**src/nnt_pkg.sv**
```systemverilog
`timescale 1ns / 1ps
// ----------------------------------------------------------------------------
// nnt_pkg
// Shared constants and types of the nearest-neighbor tour builder.
// ----------------------------------------------------------------------------
package nnt_pkg;

    // Default sizes of the city store
    localparam int MAX_CITIES_DEF = 64;
    localparam int COORD_BITS_DEF = 16;

    // Fixed field widths of the stream payloads
    localparam int CITY_IDX_W  = 6;
    localparam int FIELD_XY_W  = 16;
    localparam int COUNT_W     = 7;
    localparam int S_TDATA_W   = 40;
    localparam int M_TDATA_W   = 16;

    // Reset value of the city count register
    localparam logic [COUNT_W-1:0] CITY_COUNT_RST = 7'd64;

    // Item kinds carried on s_tuser
    localparam logic KIND_LOAD = 1'b0;
    localparam logic KIND_RUN  = 1'b1;

    // Tag that travels beside a candidate through the distance pipeline
    typedef struct packed {
        logic                  valid;
        logic [CITY_IDX_W-1:0] idx;
    } cand_tag_t;

endpackage

```
**src/nnt_city_mem.sv**
```systemverilog
`timescale 1ns / 1ps
// ----------------------------------------------------------------------------
// nnt_city_mem
// City coordinate store: one write port, one registered read port.
// ----------------------------------------------------------------------------
module nnt_city_mem #(
    parameter int MAX_CITIES = nnt_pkg::MAX_CITIES_DEF,
    parameter int COORD_BITS = nnt_pkg::COORD_BITS_DEF
) (
    input  logic                          clk,
    input  logic                          wr_en,
    input  logic [$clog2(MAX_CITIES)-1:0] wr_addr,
    input  logic [COORD_BITS-1:0]         wr_x,
    input  logic [COORD_BITS-1:0]         wr_y,
    input  logic [$clog2(MAX_CITIES)-1:0] rd_addr,
    output logic [COORD_BITS-1:0]         rd_x,
    output logic [COORD_BITS-1:0]         rd_y
);

    logic [2*COORD_BITS-1:0] mem [MAX_CITIES];
    logic [2*COORD_BITS-1:0] rd_data_reg;

    always_ff @(posedge clk)
    begin
        if (wr_en)
        begin
            mem[wr_addr] <= {wr_y, wr_x};
        end
        rd_data_reg <= mem[rd_addr];
    end

    assign rd_x = rd_data_reg[COORD_BITS-1:0];
    assign rd_y = rd_data_reg[2*COORD_BITS-1:COORD_BITS];

endmodule

```
**src/nnt_dist_unit.sv**
```systemverilog
`timescale 1ns / 1ps
// ----------------------------------------------------------------------------
// nnt_dist_unit
// Pipelined squared-distance unit: absolute difference, square, sum.
// ----------------------------------------------------------------------------
module nnt_dist_unit #(
    parameter int COORD_BITS = nnt_pkg::COORD_BITS_DEF
) (
    input  logic                   clk,
    input  logic                   rst_n,
    input  nnt_pkg::cand_tag_t     tag_in,
    input  logic [COORD_BITS-1:0]  cand_x,
    input  logic [COORD_BITS-1:0]  cand_y,
    input  logic [COORD_BITS-1:0]  ref_x,
    input  logic [COORD_BITS-1:0]  ref_y,
    output nnt_pkg::cand_tag_t     tag_out,
    output logic [2*COORD_BITS:0]  dist_sq,
    output logic [COORD_BITS-1:0]  out_x,
    output logic [COORD_BITS-1:0]  out_y
);

    localparam int SQ_W   = 2 * COORD_BITS;
    localparam int DIST_W = SQ_W + 1;

    nnt_pkg::cand_tag_t    tag1_reg, tag2_reg;
    logic [COORD_BITS-1:0] dx_reg, dy_reg;
    logic [COORD_BITS-1:0] x1_reg, y1_reg, x2_reg, y2_reg;
    logic [SQ_W-1:0]       sqx_reg, sqy_reg;
    logic [COORD_BITS-1:0] dx_next, dy_next;

    always_comb
    begin
        dx_next = (cand_x >= ref_x) ? (cand_x - ref_x) : (ref_x - cand_x);
        dy_next = (cand_y >= ref_y) ? (cand_y - ref_y) : (ref_y - cand_y);
    end

    always_ff @(posedge clk or negedge rst_n)
    begin
        if (!rst_n)
        begin
            tag1_reg <= '0;
            tag2_reg <= '0;
        end
        else
        begin
            tag1_reg <= tag_in;
            tag2_reg <= tag1_reg;
        end
    end

    always_ff @(posedge clk)
    begin
        dx_reg  <= dx_next;
        dy_reg  <= dy_next;
        x1_reg  <= cand_x;
        y1_reg  <= cand_y;
        sqx_reg <= SQ_W'(dx_reg) * SQ_W'(dx_reg);
        sqy_reg <= SQ_W'(dy_reg) * SQ_W'(dy_reg);
        x2_reg  <= x1_reg;
        y2_reg  <= y1_reg;
    end

    assign tag_out = tag2_reg;
    assign dist_sq = DIST_W'(sqx_reg) + DIST_W'(sqy_reg);
    assign out_x   = x2_reg;
    assign out_y   = y2_reg;

endmodule

```
**src/nearest_neighbor_tour_builder.sv**
```systemverilog
`timescale 1ns / 1ps
// ----------------------------------------------------------------------------
// nearest_neighbor_tour_builder
// Greedy nearest-neighbor tour over a loaded set of cities.
// ----------------------------------------------------------------------------
// A load transaction leaves the block idle, so the next item may follow at once.
// A run scans one candidate per cycle through the shared distance unit: after
// emitting the start city it reads every candidate, drains the pipeline and
// emits the nearest unvisited city, city by city. Output back-pressure stalls
// the emit step. No new item is taken during a run.
// Reset: async active low; city count goes to 64, visited marks clear, the
// coordinate store stays undefined until loaded.
// ----------------------------------------------------------------------------
module nearest_neighbor_tour_builder #(
    parameter int MAX_CITIES = nnt_pkg::MAX_CITIES_DEF,
    parameter int COORD_BITS = nnt_pkg::COORD_BITS_DEF
) (
    input  logic                            clk,
    input  logic                            rst_n,
    // Configuration: city_count
    input  logic                            cfg_wen,
    input  logic [nnt_pkg::COUNT_W-1:0]     cfg_wdata,
    // Input stream
    input  logic                            s_tvalid,
    output logic                            s_tready,
    // [5:0] city_index, [21:6] coord_x, [37:22] coord_y, [39:38] zero
    input  logic [nnt_pkg::S_TDATA_W-1:0]   s_tdata,
    // [0] kind
    input  logic                            s_tuser,
    // Output stream
    output logic                            m_tvalid,
    input  logic                            m_tready,
    // [5:0] tour_position, [11:6] tour_city, [15:12] zero
    output logic [nnt_pkg::M_TDATA_W-1:0]   m_tdata,
    // last_of_tour
    output logic                            m_tlast
);

    localparam int ADDR_W       = (MAX_CITIES > 1) ? $clog2(MAX_CITIES) : 1;
    localparam int DIST_W       = 2 * COORD_BITS + 1;
    localparam int IDX_W        = nnt_pkg::CITY_IDX_W;
    localparam int CNT_W        = nnt_pkg::COUNT_W;
    localparam int DRAIN_CYCLES = 3;

    // Sequencer states
    typedef enum logic [5:0] {
        ST_IDLE    = 6'b000001,
        ST_FETCH   = 6'b000010,
        ST_LOADCUR = 6'b000100,
        ST_EMIT    = 6'b001000,
        ST_SCAN    = 6'b010000,
        ST_DRAIN   = 6'b100000
    } state_t;

    // Input fields
    logic [IDX_W-1:0]                in_idx;
    logic [nnt_pkg::FIELD_XY_W-1:0]  in_x, in_y;

    assign in_idx = s_tdata[5:0];
    assign in_x   = s_tdata[21:6];
    assign in_y   = s_tdata[37:22];

    // Control registers
    state_t                  state_reg, state_next;
    logic [CNT_W-1:0]        city_count_reg;
    logic [MAX_CITIES-1:0]   visited_reg, visited_next;
    logic [ADDR_W-1:0]       cur_reg, cur_next;
    logic [ADDR_W-1:0]       last_reg, last_next;
    logic [ADDR_W-1:0]       pos_reg, pos_next;
    logic [ADDR_W-1:0]       j_reg, j_next;
    logic [1:0]              drain_reg, drain_next;
    logic                    found_reg, found_next;
    nnt_pkg::cand_tag_t      tag_d1_reg, tag_d1_next;
    logic                    out_valid_reg, out_valid_next;

    // Payload registers
    logic [COORD_BITS-1:0]   cur_x_reg, cur_y_reg;
    logic [COORD_BITS-1:0]   best_x_reg, best_y_reg;
    logic [DIST_W-1:0]       best_d_reg;
    logic [ADDR_W-1:0]       best_idx_reg;
    logic [ADDR_W-1:0]       out_pos_reg, out_city_reg;
    logic                    out_last_reg;

    // Datapath wires
    logic                    in_fire, load_fire, run_fire, emit_fire, best_upd;
    logic [CNT_W-1:0]        lim;
    logic [ADDR_W-1:0]       rd_addr;
    logic [COORD_BITS-1:0]   rd_x, rd_y;
    nnt_pkg::cand_tag_t      tag_out;
    logic [DIST_W-1:0]       dist_sq;
    logic [COORD_BITS-1:0]   cand_x, cand_y;

    assign s_tready  = (state_reg == ST_IDLE);
    assign in_fire   = s_tvalid && s_tready;
    assign load_fire = in_fire && (s_tuser == nnt_pkg::KIND_LOAD)
                       && ({1'b0, in_idx} < CNT_W'(MAX_CITIES));
    assign run_fire  = in_fire && (s_tuser == nnt_pkg::KIND_RUN);
    assign emit_fire = (state_reg == ST_EMIT) && (!out_valid_reg || m_tready);

    // Clamp the count into 2..MAX_CITIES
    always_comb
    begin
        if (city_count_reg < CNT_W'(2))
        begin
            lim = CNT_W'(2);
        end
        else if (city_count_reg > CNT_W'(MAX_CITIES))
        begin
            lim = CNT_W'(MAX_CITIES);
        end
        else
        begin
            lim = city_count_reg;
        end
    end

    // Read the current city while fetching the start, else the scan candidate
    assign rd_addr = (state_reg == ST_FETCH) ? cur_reg : j_reg;

    nnt_city_mem #(
        .MAX_CITIES (MAX_CITIES),
        .COORD_BITS (COORD_BITS)
    ) u_mem (
        .clk     (clk),
        .wr_en   (load_fire),
        .wr_addr (in_idx[ADDR_W-1:0]),
        .wr_x    (COORD_BITS'(in_x)),
        .wr_y    (COORD_BITS'(in_y)),
        .rd_addr (rd_addr),
        .rd_x    (rd_x),
        .rd_y    (rd_y)
    );

    nnt_dist_unit #(
        .COORD_BITS (COORD_BITS)
    ) u_dist (
        .clk     (clk),
        .rst_n   (rst_n),
        .tag_in  (tag_d1_reg),
        .cand_x  (rd_x),
        .cand_y  (rd_y),
        .ref_x   (cur_x_reg),
        .ref_y   (cur_y_reg),
        .tag_out (tag_out),
        .dist_sq (dist_sq),
        .out_x   (cand_x),
        .out_y   (cand_y)
    );

    // Keep the first strictly closer candidate; scan order breaks ties low
    assign best_upd = tag_out.valid && (!found_reg || (dist_sq < best_d_reg));

    // Sequencer
    always_comb
    begin
        state_next     = state_reg;
        visited_next   = visited_reg;
        cur_next       = cur_reg;
        last_next      = last_reg;
        pos_next       = pos_reg;
        j_next         = j_reg;
        drain_next     = drain_reg;
        found_next     = found_reg || best_upd;
        tag_d1_next    = '0;
        out_valid_next = out_valid_reg && !m_tready;

        case (state_reg)
            ST_IDLE:
            begin
                if (run_fire)
                begin
                    last_next    = ADDR_W'(lim - CNT_W'(1));
                    if ({1'b0, in_idx} >= lim)
                    begin
                        cur_next = ADDR_W'(lim - CNT_W'(1));
                    end
                    else
                    begin
                        cur_next = in_idx[ADDR_W-1:0];
                    end
                    visited_next           = '0;
                    visited_next[cur_next] = 1'b1;
                    pos_next               = '0;
                    state_next             = ST_FETCH;
                end
            end
            ST_FETCH:
            begin
                state_next = ST_LOADCUR;
            end
            ST_LOADCUR:
            begin
                state_next = ST_EMIT;
            end
            ST_EMIT:
            begin
                if (emit_fire)
                begin
                    out_valid_next = 1'b1;
                    if (pos_reg == last_reg)
                    begin
                        state_next = ST_IDLE;
                    end
                    else
                    begin
                        pos_next   = pos_reg + ADDR_W'(1);
                        j_next     = '0;
                        found_next = 1'b0;
                        state_next = ST_SCAN;
                    end
                end
            end
            ST_SCAN:
            begin
                tag_d1_next.valid = !visited_reg[j_reg];
                tag_d1_next.idx   = IDX_W'(j_reg);
                if (j_reg == last_reg)
                begin
                    drain_next = '0;
                    state_next = ST_DRAIN;
                end
                else
                begin
                    j_next = j_reg + ADDR_W'(1);
                end
            end
            ST_DRAIN:
            begin
                // Advance once the last candidate has reached the pipeline output
                if (drain_reg == 2'(DRAIN_CYCLES - 1))
                begin
                    cur_next = best_upd ? tag_out.idx[ADDR_W-1:0] : best_idx_reg;
                    visited_next[cur_next] = 1'b1;
                    state_next             = ST_EMIT;
                end
                else
                begin
                    drain_next = drain_reg + 2'(1);
                end
            end
            default:
            begin
                state_next = ST_IDLE;
            end
        endcase
    end

    always_ff @(posedge clk or negedge rst_n)
    begin
        if (!rst_n)
        begin
            state_reg      <= ST_IDLE;
            city_count_reg <= nnt_pkg::CITY_COUNT_RST;
            visited_reg    <= '0;
            cur_reg        <= '0;
            last_reg       <= '0;
            pos_reg        <= '0;
            j_reg          <= '0;
            drain_reg      <= '0;
            found_reg      <= 1'b0;
            tag_d1_reg     <= '0;
            out_valid_reg  <= 1'b0;
        end
        else
        begin
            state_reg      <= state_next;
            if (cfg_wen)
            begin
                city_count_reg <= cfg_wdata;
            end
            visited_reg    <= visited_next;
            cur_reg        <= cur_next;
            last_reg       <= last_next;
            pos_reg        <= pos_next;
            j_reg          <= j_next;
            drain_reg      <= drain_next;
            found_reg      <= found_next;
            tag_d1_reg     <= tag_d1_next;
            out_valid_reg  <= out_valid_next;
        end
    end

    // Payload: reference coordinates, running best, output transaction
    always_ff @(posedge clk)
    begin
        if (best_upd)
        begin
            best_d_reg   <= dist_sq;
            best_idx_reg <= tag_out.idx[ADDR_W-1:0];
            best_x_reg   <= cand_x;
            best_y_reg   <= cand_y;
        end
        if (state_reg == ST_LOADCUR)
        begin
            cur_x_reg <= rd_x;
            cur_y_reg <= rd_y;
        end
        else if ((state_reg == ST_DRAIN) && (drain_reg == 2'(DRAIN_CYCLES - 1)))
        begin
            cur_x_reg <= best_upd ? cand_x : best_x_reg;
            cur_y_reg <= best_upd ? cand_y : best_y_reg;
        end
        if (emit_fire)
        begin
            out_pos_reg  <= pos_reg;
            out_city_reg <= cur_reg;
            out_last_reg <= (pos_reg == last_reg);
        end
    end

    assign m_tvalid = out_valid_reg;
    assign m_tlast  = out_last_reg;
    assign m_tdata  = {4'b0000, IDX_W'(out_city_reg), IDX_W'(out_pos_reg)};

endmodule

```
**config.mk**
```make
export PLATFORM = sky130hd
export DESIGN_NAME = nearest_neighbor_tour_builder
export DESIGN_NICKNAME = d
export VERILOG_FILES = /design/src/nnt_pkg.sv /design/src/nnt_city_mem.sv /design/src/nnt_dist_unit.sv /design/src/nearest_neighbor_tour_builder.sv
export SDC_FILE = /design/constraint.sdc
export NUM_CORES = 2
export LEC_CHECK = 0
export BUFFER_PORTS_ARGS = -buffer_cell sky130_fd_sc_hd__buf_4
export CORE_ASPECT_RATIO = 0.75
export CORE_UTILIZATION = 51
export DETAILED_ROUTE_END_ITERATION = 8
export PLACE_DENSITY = 0.71
export SLEW_MARGIN = 40
export SYNTH_ARGS = -nofsm -noshare
export SYNTH_HDL_FRONTEND = slang
export SYNTH_SLANG_ARGS = --single-unit
```
**constraint.sdc**
```tcl
create_clock -name clk -period 8.55 [get_ports clk]
set_clock_uncertainty 0.15 [all_clocks]
set_input_delay 0.855 -clock clk [delete_from_list [all_inputs] [get_ports clk]]
set_output_delay 0.855 -clock clk [all_outputs]
set_load 0.02 [all_outputs]
```
==> impl_metrics.toml <==
[status]
status = "complete, no violations"

[layout]
area_growth_syn_to_layout_pct = 11.0
n_fill_cell = 16500
antenna_cells_inserted = 0
mostFrequentLayoutCell = "sky130_fd_sc_hd__edfxtp_1"
commonest_non_fill_non_tap_cells_in_the_layout = "sky130_fd_sc_hd__edfxtp_1, sky130_fd_sc_hd__nand2_1, sky130_fd_sc_hd__inv_1"
finalNetCount = 8268
layout-drive-gt1-share_pct = 16.9
largest_register_ffs = 2048

[synthesis]
synth.distinct_cells = 79
synth.avg_cell_area_um2 = 15.3
synth-seq-area-share_pct = 62.9
yosys_register_bits = 2480
yosys_warnings = 0
synthFlopType = "sky130_fd_sc_hd__edfxtp_1"
syn-cell-area_um2 = 114000
postSynth.asyncResetShare_pct = 5.08
post_synth_inst_count = 7463
synth-edff-count = 2126

[die]
core-area_um2 = 221000
floorplan.initialDensity_pct = 51.5
floorplan.die.height_um = 411
dieArea_um2 = 225000
chipWidth_um = 548
floorplan.rows = 149
design.portCount = 72

[route]
drt-pass1-iter-count = 7
drt_first_iter_violations = 8065
route.detailed.vias_per_inst = 6.19
routed_wirelength_mm = 289
routedWlPerCell_um = 27.0
detail_route.drc_violations = 0
vias = 66200
ant_nets = 0

[clock_network]
h-tree-depth = 4
clock_insertion_delay_worst_skew_ps = 940
post-cts-setup-buffer-count = 0
cts_buffers = 233
tritoncts = "yes"
clock_pin_transition_on_the_worst_setup_and_hold_timing_paths_ps = 60
cts.path.max_buffers = 4
clock_tree_sinks = 2480
cts_root_buffer = "sky130_fd_sc_hd__clkbuf_16"

[sta]
max_slew.worst_pin.slew_ps = 1030
fin_setup_tns_ps = 0
final_period_minus_worst_setup_slack_ps = 7280
slew_viol_final = 0
post-route-period-util_pct = 85.1
grt_setup_unrepaired = "no"
finalHoldViolations = 0
minimum_hold_slack_ps = 65.0
setup_viol = 0
timing.fmax_mhz = 137
headroom_to_the_max_slew_limit_pct = 31.0

[critical_path]
crit_required_ps = 9060
crit_arrival_ps = 7780
critical_path_class = "flop to flop"
start_kind = "flop"
setup.worst_path.end_class = "flop"
crit_path_max_fanout = 10

[global_route]
grt.total_usage_pct = 25.7
first_global_vias = 66600
grt-ovfl-total = 0
grt_first_pass_wirelength_mm = 430
number_of_antenna_violations_at_the_first_check_in_global_routing = 12
largest_net_degree_at_the_start_of_global_routing = 104

[run]
drv.max_cap_violation_count = 0

[worst_hold_path]
worst_hold_path_type = "flop to flop"

[place]
placer_s_final_routability_congestion_estimate = 0.865
dp_hpwl_mm = 170
portBuffers = 65
## kinds of logic after synthesis
logic type	after synthesis	share of synthesized area [%]
other	1	0.00329
DFF	2480	62.9
and+or+nand+nor	1781	7.11
adders and majority gates	665	9.50
muxes	659	11.6
xor gates and xnor gates	143	1.10
AOI/OAI and AO/OA	751	4.43
buffers and inverters	983	3.41
## metal layers
layer,vias to the layer above,part of all wire [%],GRT usage (%)
li1,27900,-,-
met5,-,0.027,0
met2,3601,45,39.7
met4,12,2.8,7.12
met3,489,11,5.22
met1,34100,41,37.4
## worst max-delay path, cell delays in order, from the launching register on
cell and delay (ps):
sky130_fd_sc_hd__dfxtp_1 710, sky130_fd_sc_hd__inv_1 330, sky130_fd_sc_hd__nor2_1 300, sky130_fd_sc_hd__fa_1 490, sky130_fd_sc_hd__fa_1 510, sky130_fd_sc_hd__inv_1 50
sky130_fd_sc_hd__fa_1 450, sky130_fd_sc_hd__fa_1 510, sky130_fd_sc_hd__inv_1 50, sky130_fd_sc_hd__fa_1 470, sky130_fd_sc_hd__inv_1 50, sky130_fd_sc_hd__fa_1 490
sky130_fd_sc_hd__inv_1 40, sky130_fd_sc_hd__ha_1 360, sky130_fd_sc_hd__and4_1 270, sky130_fd_sc_hd__and4_1 240, sky130_fd_sc_hd__a211oi_1 240, sky130_fd_sc_hd__o21ai_0 220
sky130_fd_sc_hd__or4_1 450, sky130_fd_sc_hd__a31o_2 240, sky130_fd_sc_hd__a2111oi_0 390, sky130_fd_sc_hd__nor3b_1 90
## synthesized netlist by cell type (all sizes together) (48+ instances only)
| master | count | share of area, % |
|---|---|---|
| dfxtp | 228 | 4.0 |
| clkbuf | 256 | 0.84 |
| a311oi | 73 | 0.56 |
| o21ai | 100 | 0.44 |
| dfrtp | 124 | 2.7 |
| nor2 | 316 | 1.0 |
| edfxtp | 2126 | 56 |
| inv | 613 | 2.0 |
| a21o | 66 | 0.44 |
| a21oi | 203 | 0.89 |
| a211oi | 69 | 0.46 |
| nand2 | 751 | 2.5 |
| and3 | 82 | 0.45 |
| buf | 114 | 0.54 |
| nor3 | 86 | 0.38 |
| nand3 | 294 | 1.3 |
| a221oi | 53 | 0.41 |
| mux2 | 88 | 0.87 |
| fa | 332 | 5.8 |
| ha | 333 | 3.7 |
| xnor2 | 98 | 0.75 |
| and2 | 110 | 0.60 |
| mux4 | 517 | 10 |
| a31oi | 48 | 0.26 |
| mux2i | 54 | 0.49 |
## final timing paths
| check | slack [ps] | cells past startpoint | end | startpoint |
|---|---|---|---|---|
| worst max register to register | 1270 | 21 | u_dist.sqx_reg[31] | u_dist.dx_reg[10] |
| worst min-delay path | 60 | 0 | u_dist.out_x[2] | u_dist.x1_reg[2] |
| worst min register to register | 60 | 0 | u_dist.out_x[2] | u_dist.x1_reg[2] |
| min in group asynchronous | 460 | 2 | visited_reg[13] | rst_n |
| max in group asynchronous | 6620 | 3 | cur_reg[2] | rst_n |
| worst max-delay path | 1270 | 21 | u_dist.sqx_reg[31] | u_dist.dx_reg[10] |
## stage by stage
stage / worst slack, ps / utilization, % / area [um2] / instances
finish: 1270 / 57.2 / 126000 / 10700
global route: 879 / 57.2 / 126000 / 10700
CTS: 1360 / 57.2 / 126000 / 10700
detailed placement: 1420 / 53.7 / 119000 / 10300
global placement: 1530 / 53.6 / 118000 / 10300
floorplan: 2150 / - / 114000 / 7466
## repair_timing
action                                 in CTS  in global routing
resized for setup                           0                  0
endpoints found under the hold margin      49                  0
hold buffers                                1                  0
setup endpoints to repair                   0                  0
## cell type report
type	count	area [um2]	share of cell area [%]
Multi-Input combinational cell	4003	39200	31.0
Clock inverter	141	1580	1.25
Clock buffer	283	6130	4.85
Tap cell	2944	3680	2.92
Timing Repair Buffer	219	1860	1.47
Sequential cell	2480	71600	56.6
Inverter	613	2300	1.82
Power is left out: the tool's default activity adds up to more than one toggle a clock period on the data nets, which glitch-free logic cannot reach.
